==> config.mk <==
export PLATFORM = sky130hd
export DESIGN_NAME = slcu_div
export DESIGN_NICKNAME = d
export VERILOG_FILES = /design/src/hw/rtl/slcu_div.sv
export SDC_FILE = /design/constraint.sdc
export NUM_CORES = 1
export LEC_CHECK = 0
export ABC_AREA = 1
export BUFFER_PORTS_ARGS = -buffer_cell sky130_fd_sc_hd__buf_2
export CORE_MARGIN = 5
export CORE_UTILIZATION = 36
export CTS_BUF_LIST = sky130_fd_sc_hd__clkbuf_16
export DETAILED_ROUTE_END_ITERATION = 8
export PLACE_DENSITY_LB_ADDON = 0.05
export SYNTH_ARGS = -nofsm -noshare
export SYNTH_HDL_FRONTEND = slang
export SYNTH_SLANG_ARGS = --single-unit
==> constraint.sdc <==
create_clock -name clk -period 2.55 [get_ports clk]
set_clock_uncertainty 0.15 [all_clocks]
set_input_delay 0.1275 -clock clk [delete_from_list [all_inputs] [get_ports clk]]
set_output_delay 0.1275 -clock clk [all_outputs]
set_load 0.01 [all_outputs]
==> src/hw/rtl/slcu_div.sv <==
// Shared restoring divider, one quotient bit per cycle.
// Depends on nothing but its parameters; used by smoothlife_cell_update_core.
`default_nettype none

module slcu_div #(
    parameter int NW = 45,
    parameter int DW = 29
) (
    input  wire logic          clk,
    input  wire logic          rst_n,
    input  wire logic          start,
    input  wire logic [NW-1:0] num,
    input  wire logic [DW-1:0] den,
    output logic               done,
    output logic [NW-1:0]      quo
);

    localparam int CNTW = $clog2(NW + 1);

    logic            busy_reg, busy_next;
    logic            done_reg, done_next;
    logic [CNTW-1:0] cnt_reg, cnt_next;
    logic [NW-1:0]   quo_reg, quo_next;
    logic [DW-1:0]   rem_reg, rem_next;
    logic [DW-1:0]   den_reg, den_next;
    logic [DW:0]     trial;
    logic            ge;

    // The quotient register starts out holding the numerator and shifts it out at the top.
    always_comb
    begin
        trial     = {rem_reg, quo_reg[NW-1]};
        ge        = trial >= {1'b0, den_reg};
        busy_next = busy_reg;
        done_next = 1'b0;
        cnt_next  = cnt_reg;
        quo_next  = quo_reg;
        rem_next  = rem_reg;
        den_next  = den_reg;
        if (start)
        begin
            busy_next = 1'b1;
            cnt_next  = CNTW'(NW);
            quo_next  = num;
            rem_next  = '0;
            den_next  = den;
        end
        else if (busy_reg)
        begin
            quo_next = {quo_reg[NW-2:0], ge};
            rem_next = ge ? DW'(trial - {1'b0, den_reg}) : trial[DW-1:0];
            cnt_next = cnt_reg - 1'b1;
            if (cnt_reg == CNTW'(1))
            begin
                busy_next = 1'b0;
                done_next = 1'b1;
            end
        end
    end

    always_ff @(posedge clk or negedge rst_n)
    begin
        if (!rst_n)
        begin
            busy_reg <= 1'b0;
            done_reg <= 1'b0;
            cnt_reg  <= '0;
        end
        else
        begin
            busy_reg <= busy_next;
            done_reg <= done_next;
            cnt_reg  <= cnt_next;
        end
    end

    always_ff @(posedge clk)
    begin
        quo_reg <= quo_next;
        rem_reg <= rem_next;
        den_reg <= den_next;
    end

    assign done = done_reg;
    assign quo  = quo_reg;

endmodule

`default_nettype wire

==> results of run 1 <==
==> worst max-delay path, cell delays in order, from the launching register on <==
cell and delay [ns]:
sky130_fd_sc_hd__edfxtp_1 0.40, sky130_fd_sc_hd__inv_2 0.10, sky130_fd_sc_hd__ha_4 0.13, sky130_fd_sc_hd__inv_2 0.04, sky130_fd_sc_hd__fa_2 0.36, sky130_fd_sc_hd__nand2_2 0.07
sky130_fd_sc_hd__nand3_2 0.08, sky130_fd_sc_hd__nand3_2 0.07, sky130_fd_sc_hd__nand2_2 0.06, sky130_fd_sc_hd__nand2_2 0.06, sky130_fd_sc_hd__nand2_2 0.06, sky130_fd_sc_hd__nand2_2 0.11
sky130_fd_sc_hd__nand3_2 0.21, sky130_fd_sc_hd__clkbuf_16 0.24, sky130_fd_sc_hd__nand2_1 0.07, sky130_fd_sc_hd__nand3_1 0.07, sky130_fd_sc_hd__o21ai_1 0.07
==> synth_stat cells, drive strengths merged <==
master,instances
dfxtp,29
and3,1
nand4,9
o22ai,1
a31oi,2
nor4,1
nor2,81
a21o,1
nor3b,1
dfrtp,8
and2,4
fa,1
o21bai,4
ha,31
edfxtp,74
or2,2
nand2,384
o21ai,14
nor3,9
nand3b,2
inv,137
clkbuf,14
a21oi,20
nand3,77
xor2,1
clkinv,1
xnor2,12
buf,8
==> metal layers <==
metal	wire, µm	global-route usage, %
met5	0	0
met4	301	3.86
met3	1030	4.87
met2	8740	29.5
met1	9090	23.5
==> stage by stage <==
step                instance area (µm²)  utilization, %
finish                             9050            48.9
global route                       9050            48.9
CTS                                8790            47.5
detailed placement                 7710            41.6
global placement                   7710            41.6
floorplan                          6710               -
==> where the power goes <==
part / switching, mW / total [mW] / internal [mW]
logic: 2.54 / 4.36 / 1.82
clock network: 0.800 / 1.52 / 0.718
registers: 0.222 / 2.48 / 2.26
total: 3.56 / 8.36 / 4.80
==> worst max path at each step <==
stage                        from  slack (ns)          end
final                     quo[44]        0.13   rem_reg[7]
after global routing      quo[44]       -0.01  rem_reg[28]
after detailed placement  quo[44]        0.03  rem_reg[12]
after CTS                 quo[44]        0.03  rem_reg[12]
after floorplan           quo[44]        0.03   rem_reg[0]
after global placement    quo[44]        0.12       quo[0]
==> timing repair <==
action / 4_1_cts / 5_1_grt
buffers inserted: 0 / 3
resized for setup: 0 / 33
hold buffers: 76 / 0
hold endpoints to repair: 82 / 0
endpoints found under the setup margin: 0 / 30
==> cell families (layout without fill, tap and decap cells) <==
kind of cell	count (synthesis)	in the layout	synth area share, %
adder cells (fa/ha/maj)	32	32	6.08
flip-flops	111	111	44.7
buffers and inverters	160	383	9.41
XOR/XNOR	13	13	1.70
AO/OA/AOI/OAI	42	42	3.37
AND/OR/NAND/NOR	571	572	34.7
==> final cells by class <==
| class | instances | area, µm² |
|---|---|---|
| clock buffer | 9 | 225 |
| multi-input combinational | 659 | 3200 |
| inverter | 138 | 518 |
| sequential | 111 | 3000 |
| timing repair buffer | 229 | 1710 |
| clock inverter | 7 | 95.1 |
| fill | 1855 | 9470 |
| tap | 234 | 293 |
==> impl_summary.md, run 1 <==
Clock network
For the worst-skew pair, the clock arrives at the later sink with an insertion delay of 0.37 ns. The maximum level of the CTS H-tree is 3. The maximum count of clock buffers along a single path is 2.

Clock-pin slew was measured on the worst setup and hold paths at 0.09 ns. The sink count of the clock tree is between 100 and 150. The buffer type at the clock tree root is sky130_fd_sc_hd__clkbuf_16. The CTS tree is yes. The number of buffers created by CTS is 9.

Routing
The wire length reported by the detailed router is about 19000 µm. The detail route stage leaves a number of antenna-violating nets equal to 0. The first-pass iteration count of the detailed router is 5. The via count normalized by instance count is approximately 4.6. In the final routed layout, each cell accounts on average for 13.8 µm. The starting DRC count in detailed routing is between 200 and 300. For this run, design rule violations remaining after detail routing come to 0.

The via count is roughly 6400.

Floorplan
The width of the die is 147 µm. The die covers between 0.02 and 0.025 mm². The row count is 50. In this run the standard cell core region covers around 0.019 mm². The initial utilization of the core area, before any placement, comes to a little over a third. about 120 I/O pins were placed. The height of the die is ~150 µm.

Worst setup path
The startpoint of the lowest-slack register-to-register path is quo[44]. The number of cells on the worst reg-to-reg path is 16. The nature of the critical path endpoint is a flip-flop. In this run the register-to-register setup slack is between 0.1 and 0.15 ns. STA puts the critical path data required time at 2.69 ns. The worst setup path category is flip-flop to flip-flop. STA classifies the critical path startpoint as a flip-flop. In this run the worst path has a maximum fanout of 9. The endpoint of the worst register-to-register path is rem_reg[7]. STA puts the critical path data arrival time at roughly 2.6 ns.

Synthesis
The top cell type by area accounts for ~33% of the synthesized area. The largest total area in the synthesized netlist belongs to sky130_fd_sc_hd__edfxtp_1. The synthesized net count is between 1000 and 1500.

The cell area that synthesis handed to floorplanning was 0.00671 mm². The netlist uses 37 different library cells. Synthesis inferred about 110 register bits.

The gate count after technology mapping is 929. Sorting the synthesized cells by area gives the leading types as sky130_fd_sc_hd__edfxtp_1, sky130_fd_sc_hd__nand2_1, sky130_fd_sc_hd__dfxtp_1, sky130_fd_sc_hd__inv_1, sky130_fd_sc_hd__ha_1. The sequential-to-total area share from yosys stat is around 45%. The average size of a mapped cell is roughly 7.2 µm². The total of warnings raised by yosys is 0.

Run
The max-cap check violation count is 0.

Cells and area
The most frequent standard cell in the layout excluding fill and tap cells is sky130_fd_sc_hd__nand2_1. Leaving out filler cells and counting taps, the final layout contains approximately 1400. The register with the most flip-flops in the layout has 45 of them. In the layout the commonest cells are sky130_fd_sc_hd__nand2_1, sky130_fd_sc_hd__inv_1, sky130_fd_sc_hd__buf_2, sky130_fd_sc_hd__dlygate4sd3_1, sky130_fd_sc_hd__edfxtp_1. The antenna cell count is 0. The number of nets in the finished design is roughly 1300. Compared with the post-synthesis result, the final layout area differs by 34.8%. The share of post-route cells with drive strength above 1 is 18.0%.

Worst hold path
The path with the worst hold slack has its endpoint at den_reg[4]. The hold path startpoint is start. The min-delay analysis places its worst path in the category primary input to flip-flop. Along the worst hold path, the cell count comes to 2.

Global routing
The overall routing resource usage is approximately 18%. The number of antenna violations at the first check in global routing is 0. The via count of the first global-routing pass was roughly 6500. Summed over all layers, the global routing overflow is 0.

The first global-routing pass estimated ~32000 µm of wire. Entering global routing, the biggest net connects 61 pins.

Pwr
The power per cell area is roughly 920 mW/mm². The total design power is around 8.4 mW. VDD sags by at most 0.000417 V. The cell leakage power is between 4 and 5 nW.

Timing
The maximum clock rate is 413 MHz. The total count of hold-check failures in the final report came to 0. The actual slew at the worst max-slew pin is between 1 and 1.5 ns. The headroom to the max-slew limit is 31.4%.

The final critical-path required period is between 2 and 2.5 ns. In the finished design, the share of the clock period the worst path needs comes to around 95%. The summed negative setup slack over all endpoints is 0 ns. The tightest hold path in the finished design has a slack of between 0.1 and 0.15 ns. The number of max-slew violations in the final report is 0. Setup violations remaining at the end of the flow were counted as 0. Once routing completed, OpenROAD measured the worst setup slack at between 0.1 and 0.15 ns.

Place
The HPWL after detailed placement is around 14000 µm. The count of buffers from port buffering is 122. OpenSTA, run right after detailed placement, puts the worst setup slack at approximately 0.032 ns. The weighted congestion reported at the end of routability-driven placement is 0.880. In this run, placement finished with an instance count of 1286.

Status
The flow ran to the end, and the final reports show no timing, DRC or antenna violations.
(Power assumes the default switching activity.)
==> inputs of run 2 (changes only) <==
Settings changed: BUFFER_PORTS_ARGS -buffer_cell sky130_fd_sc_hd__buf_2 to -buffer_cell sky130_fd_sc_hd__buf_4.
==> run 2 against run 1 <==
Critical path depth is 1 higher. Sequential cell count stayed put. Worst hold slack better by 0.19 ns. Sequential share of layout area is 0.65 points lower. Fmax is 0.82% lower. Via count is 0.65% lower. Sequential power hardly changed.
==> impl_summary.md, run 2 (same netlist as run 1, synthesis figures left out) <==
Cells and area
In the layout the commonest cells are sky130_fd_sc_hd__nand2_1, sky130_fd_sc_hd__buf_4, sky130_fd_sc_hd__inv_1, sky130_fd_sc_hd__dlygate4sd3_1, sky130_fd_sc_hd__nor2_1. The register with the most flip-flops in the layout has between 40 and 50 of them. The share of post-route cells with drive strength above 1 is approximately 17%. The library cell used most frequently in the layout, excluding fill and tap cells, is sky130_fd_sc_hd__nand2_1. The antenna cell count is 0.

After routing the design area is ~0.0092 mm². The filler cell count in the final layout is approximately 1900. The number of nets in the finished design is approximately 1300.

Relative to the synthesized area, the layout overhead comes to 37.5%.

Status
The run finished with clean final reports.

Floorplan
After floorplanning, the core was divided into 50 placement rows. Measured along the y axis, the die boundary spans between 100 and 150 µm. The die is around 150 µm wide. The core area is around 0.019 mm². The effective utilization at floorplan is ~36%.

The die covers around 0.021 mm². 123 I/O pins were placed.

Place
The weighted congestion reported at the end of routability-driven placement is slightly below 0.9. Port buffering added 122 buffers. At the placement stage, the worst setup path has a slack of 0.0569 ns.

The HPWL after detailed placement is roughly 14000 µm. The instance area after placement is ~0.008 mm².

Pwr
Per report_power, the clock group accounts for 17.9% of the total. The power per cell area is 883 mW/mm². Total power for the finished layout comes to a little over 8 mW. The worst-case IR drop observed on VDD is ~0.00039 V. The combinational group share of total power is roughly half. The switching part of the total power is 42.2%. Internal power comes to between 4 and 5 mW.

The sequential group share of total power is a little under a third. The cell leakage power is ~4.7 nW. The switching power is about 3.4 mW.

Timing
Counting I/O delays and the setup requirement, the final critical path takes 2.44 ns. The number of max-slew violations in the final report came to 0. The post-route worst setup slack is approximately 0.11 ns.

The tightest hold path in the finished design has a slack of around 0.33 ns. Setup violations remaining at the end of the flow were counted as 0. The actual slew at the worst max-slew pin is between 0.7 and 0.8 ns. The maximum clock rate is between 400 and 500 MHz. Of the available clock period, the critical path in the final layout requires 95.8%. Measured against its own limit, the worst slew margin works out to roughly half. The total count of hold-check failures in the final report is 0.

Routing
The total length of routed met3 wires is 1250 µm. In the final routed layout, each cell accounts on average for ~14 µm. Wires add up to around 19000 µm.

The detailed router put a total of ~8600 µm of wire on met1. Dividing the detail-routed via count by the number of cells gives around 4.6. After detailed routing, no signal wire sits above met4. The starting DRC count in detailed routing is 350. The first-pass iteration count of the detailed router is 4.

The number of antenna-violating nets in the routed design is 0. After detailed routing, the met2 layer carries 8740 µm of wire. Summing over every cut layer, the via total after detailed routing is approximately 6300. The number of remaining DRC errors is 0.

Worst setup path
The critical path required time is ~2.7 ns. The worst setup path is captured at a flip-flop. The most prevalent standard cell on the critical path is sky130_fd_sc_hd__nand2_2. The startpoint type of the worst setup path is a flip-flop. The critical path goes through inv_2 -> ha_4 -> inv_2 -> fa_2 -> nand2_2 -> nand3_2 -> nand3_2 -> nand2_4 -> nand2_2 -> nand2_2 -> nand2_2 -> nand3_4 -> buf_12 -> clkbuf_16 -> nand3_1 -> nand2_1 -> nand2_1. The number of buffers and inverters on the critical path is 4. Data on the critical path arrives at its endpoint at around 2.6 ns. On the critical path, the stage with the largest delay is an instance of sky130_fd_sc_hd__edfxtp_1.

Of all nets on the critical path, the largest fanout is 7. The worst setup path category is flip-flop to flip-flop. In this design, the stage delay of the slowest critical-path cell is 0.42 ns. The cell family contributing the most delay on the critical path is simple AND/OR/NAND/NOR gates.

Clock network
The longest clock path from root to sink contains 2 buffers. The clock net in this run drives a total of about 110 sinks. The clock reaches the later pin of the worst-skew pair after ~0.37 ns. The clock-pin slew of the registers on the worst-case setup and hold paths is 0.08 ns. The CTS tree is yes. The tree is rooted in a sky130_fd_sc_hd__clkbuf_16. In this run, CTS created clock tree buffers numbering 9. The H-tree was split into 3 levels.

Global routing
The largest net degree at the start of global routing is 44. The number of antenna violations at the first check in global routing was 0. Summed over all layers, the global routing overflow is 0. The overall routing resource usage is approximately 18%. The via count of the first global-routing pass is roughly 6300. The first global-routing pass estimated between 30000 and 40000 µm of wire.

Run
The max-cap check violation count is 0.

Worst hold path
The worst hold path belongs to the class flip-flop to flip-flop.
==> run 2: changes by cell type in the layout (fill, tap and decap cells not counted), sizes merged <==
cell,change
dlygate4sd3,+1
buf,-2
clkinv,-3
clkbuf,-2
inv,+3
nand3,-1
==> run 2: cell type report <==
cell class	count	area, µm²	share of cell area (%)
clock inverter	7	62.6	0.678
multi-input combinational	658	3150	34.1
tap	234	293	3.17
inverter	138	518	5.61
clock buffer	9	225	2.44
sequential	111	3000	32.5
timing repair buffer	226	1980	21.5
==> run 2: final timing paths <==
kind | depth (start not counted) | endpoint | slack [ns] | from
worst max-delay path | 17 | rem_reg[24] | 0.11 | quo[44]
worst min-delay path | 2 | rem_reg[23] | 0.33 | rem_reg[23]
worst max register to register | 17 | rem_reg[24] | 0.11 | quo[44]
worst min register to register | 2 | rem_reg[23] | 0.33 | rem_reg[23]
max in group asynchronous | 3 | cnt_reg[0] | 1.36 | rst_n
min in group asynchronous | 3 | cnt_reg[5] | 0.59 | rst_n
==> run 2: metal layers <==
| metal | global-route usage (%) | vias to the layer above |
|---|---|---|
| met5 | 0 | - |
| met4 | 4.56 | 0 |
| met3 | 5.34 | 20 |
| met2 | 29.2 | 144 |
| met1 | 22.2 | 2807 |
| li1 | - | 3340 |
==> run 2: power by group through the flow <==
stage                     registers, mW  logic, mW  clock network, mW
final                              2.47       4.21               1.46
after global routing               2.52       4.77               1.57
after CTS                          2.47       3.88               1.51
after detailed placement           2.51       3.77                  0
after global placement             2.52       3.77                  0
after floorplan                    2.49       2.72                  0
==> run 2: through the flow <==
| stage | setup TNS, ns | std cells | util [%] |
|---|---|---|---|
| 2_1_floorplan | 0 | 929 | - |
| 3_3_place_gp | 0 | 1285 | 43.3 |
| 3_5_place_dp | 0 | 1285 | 43.3 |
| 4_1_cts | 0 | 1378 | 49.0 |
| 5_1_grt | -0.103 | 1383 | 49.8 |
| 6_report | 0 | 1383 | 49.8 |
==> run 2: worst min-delay path, delay by kind of cell, from the launching register on <==
family | cells | cell delay (ns)
AND/OR/NAND/NOR | 2 | 0.10
flip-flops | 1 | 0.33
==> run 2: repair_timing <==
| action | 4_1_cts | 5_1_grt |
|---|---|---|
| endpoints found under the hold margin | 84 | 0 |
| buffers inserted | 0 | 2 |
| resized for setup | 0 | 20 |
| hold buffers | 77 | 0 |
| endpoints found under the setup margin | 0 | 30 |
==> inputs of run 3 (changes only) <==
Clock period 2.55 ns to 2.7 ns, I/O delays scaled along.
==> run 3 against run 2 <==
Critical path depth did not move. Combinational power fell by 4%. Routed wire length rose by 2.3%. Clock-buffer cell count is the same. Sequential cell count did not move. Worst hold slack got worse by 0.0023 ns. Global-route usage up 0.18 points. First-iteration DRC count fell by 23%. Final area increased by 0.53%. Core utilization grew 0.26 points. Clock power about the same.
==> impl_summary.md, run 3 (same netlist as run 1, synthesis figures left out) <==
Global routing
Summed over all layers, the global routing overflow is 0. The via count of the first global-routing pass came to ~6400. The largest net degree at the start of global routing is 44. The number of antenna violations at the first check in global routing is 0.

The wire length of the first global-routing pass is approximately 31000 µm. The overall routing resource usage is between 10% and 20%.

Floorplan
The die covers between 0.02 and 0.025 mm². The core region is around 0.019 mm². Once the floorplan was initialized, standard cells occupied 36.3% of the core. The height of the die is around 150 µm.

The I/O pin count is 123. The row count is 50. The width of the die is 147 µm.

Cells and area
The antenna cell count is 0. The register with the most flip-flops in the layout has 45 of them. At the end of the flow, the number of nets in the layout was ~1300. The core occupancy in the finished layout is roughly 50%. The area occupied by multi-input gates is roughly 0.0031 mm².

Cells with a size suffix above 1 make up approximately 17% of the layout. The area added between synthesis and finish is 38.2%. The combined flip-flop and latch cell area is roughly 0.003 mm². In the layout the commonest cells are sky130_fd_sc_hd__nand2_1, sky130_fd_sc_hd__buf_4, sky130_fd_sc_hd__inv_1, sky130_fd_sc_hd__dlygate4sd3_1, sky130_fd_sc_hd__nor2_1. The total non-filler cell area in the finished layout is 0.00928 mm². The filler cell count in the final layout is roughly 1900.

The count of cells in the finished layout, fillers not included, comes to ~1400. The library cell used most frequently in the layout, excluding fill and tap cells, is sky130_fd_sc_hd__nand2_1.

Worst hold path
The min-delay analysis places its worst path in the category flip-flop to flip-flop.

Timing
In the final timing run, aggregate negative setup slack is 0 ns. The maximum clock rate is just under 400 MHz. Final hold analysis gives a worst-case slack of about 0.32 ns.

The share of the clock period used by the worst path after layout is a little over nine tenths. The actual slew at the worst max-slew pin is between 0.7 and 0.8 ns. The number of max-slew violations in the final report came to 0. The total count of hold-check failures in the final report is 0.

After layout, the worst setup slack is ~0.17 ns. The count of endpoints failing setup in the final report is 0. Headroom to the max-slew limit came out at about half. After layout, the minimum clock period comes to approximately 2.5 ns.

Pwr
The cell leakage power is between 4 and 5 nW. Dividing total power by cell area gives a power density of about 850 mW/mm². The maximum resistive drop on vdd is 0.000434 V. The total design power is 7.84 mW.

Routing
The via count normalized by instance count is roughly 4.6. The via count is 6385. The number of antenna-violating nets in the routed design is 0. The pre-antenna-repair detailed-routing pass consisted of 5 iterations. For this block, the initial DRC count from the detailed router was between 200 and 300. The wire length reported by the detailed router is 19300 µm. After detailed routing, the number of remaining DRC violations is 0. In the final routed layout, each cell accounts on average for approximately 14 µm.

Clock network
After clock tree synthesis, the clock-pin slew on the worst setup and hold paths is about 0.080 ns. The H-tree was split into 3 levels. The sink count of the clock tree is ~110. The later pin in the worst-skew pair is clocked with a latency of between 0.3 and 0.4 ns.

The buffer type at the clock tree root is sky130_fd_sc_hd__clkbuf_16. No sink is reached through more buffers than the 2 on the longest clock path. Clock tree synthesis inserted a total of 9 buffers.

TritonCTS built the clock tree.

Worst setup path
The critical-path maximum fanout is 7. The worst setup path category is flip-flop to flip-flop. The worst setup path is launched from a flip-flop.

The critical path required time is about 2.8 ns. At the worst endpoint, the arrival time is between 2 and 3 ns. The nature of the critical path endpoint is a flip-flop.

Status
The run finished with clean final reports.

Place
The HPWL after detailed placement is 14000 µm. The worst setup slack after placement is -0.0189 ns. Summing all placed instances gives a cell area of roughly 0.008 mm².

The count of buffers added on input and output ports is about 120. The weighted congestion reported at the end of routability-driven placement is roughly 0.87. The post-placement cell count is approximately 1300.

Run
The max-cap check violation count is 0.
==> run 3: cell types whose count changed in the layout (fill, tap and decap cells not counted), moves of 2 or more <==
cell	previous run	this run
sky130_fd_sc_hd__nand3_1	72	74
sky130_fd_sc_hd__nand3_2	4	1
sky130_fd_sc_hd__buf_6	2	0
sky130_fd_sc_hd__buf_4	141	145
sky130_fd_sc_hd__clkbuf_16	11	13
sky130_fd_sc_hd__inv_8	3	1
==> run 3: metal layers <==
| layer | track usage [%] | vias up | part of all wire [%] |
|---|---|---|---|
| met3 | 5.37 | 10 | 5.9 |
| met2 | 30.2 | 137 | 47 |
| met5 | 0 | - | 0 |
| met1 | 22.4 | 2891 | 46 |
| li1 | - | 3347 | - |
| met4 | 3.48 | 0 | 0.84 |
==> run 3: critical path: stages, from the launching register on <==
cell and delay, ns:
sky130_fd_sc_hd__edfxtp_1 0.41, sky130_fd_sc_hd__inv_2 0.07, sky130_fd_sc_hd__ha_1 0.13, sky130_fd_sc_hd__inv_1 0.07, sky130_fd_sc_hd__fa_2 0.38, sky130_fd_sc_hd__nand2_2 0.11, sky130_fd_sc_hd__nand3_4 0.07, sky130_fd_sc_hd__nand3_2 0.07
sky130_fd_sc_hd__nand2_2 0.08, sky130_fd_sc_hd__nand2_2 0.07, sky130_fd_sc_hd__nand2_2 0.07, sky130_fd_sc_hd__nand2_2 0.09, sky130_fd_sc_hd__nand3_4 0.18, sky130_fd_sc_hd__buf_12 0.21, sky130_fd_sc_hd__nor2_1 0.09, sky130_fd_sc_hd__nor2_1 0.05
sky130_fd_sc_hd__nand2_1 0.08, sky130_fd_sc_hd__nand2_1 0.05
==> run 3: path summary, 6_finish.rpt <==
check	slack (ns)	end	start	cells after the start
worst max-delay path	0.17	rem_reg[15]	quo[44]	17
worst min-delay path	0.32	rem_reg[28]	rem_reg[28]	2
worst max register to register	0.17	rem_reg[15]	quo[44]	17
worst min register to register	0.32	rem_reg[28]	rem_reg[28]	2
max in group asynchronous	1.53	cnt_reg[0]	rst_n	3
min in group asynchronous	0.59	cnt_reg[5]	rst_n	3
==> run 3: report_power, final <==
part	switching (mW)	leakage (nW)	internal, mW
registers	0.201	1.11	2.14
logic	2.35	3.47	1.71
clock network	0.703	0.157	0.743
total	3.25	4.73	4.59
==> run 3: timing repair <==
item / in CTS / in global routing
gates cloned: 0 / 4
setup buffers: 0 / 1
hold buffers: 77 / 0
setup endpoints to repair: 12 / 29
hold endpoints to repair: 83 / 0
pin swaps: 0 / 4
gates resized for setup: 1 / 17
==> run 3: area by class of cell <==
class,count,share of cell area (%)
well taps,234,3.16
clock inverters,7,0.944
clock buffers,9,2.43
multi-input cells,658,33.8
repair buffers,229,21.8
inverters,138,5.58
flip-flops and latches,111,32.4
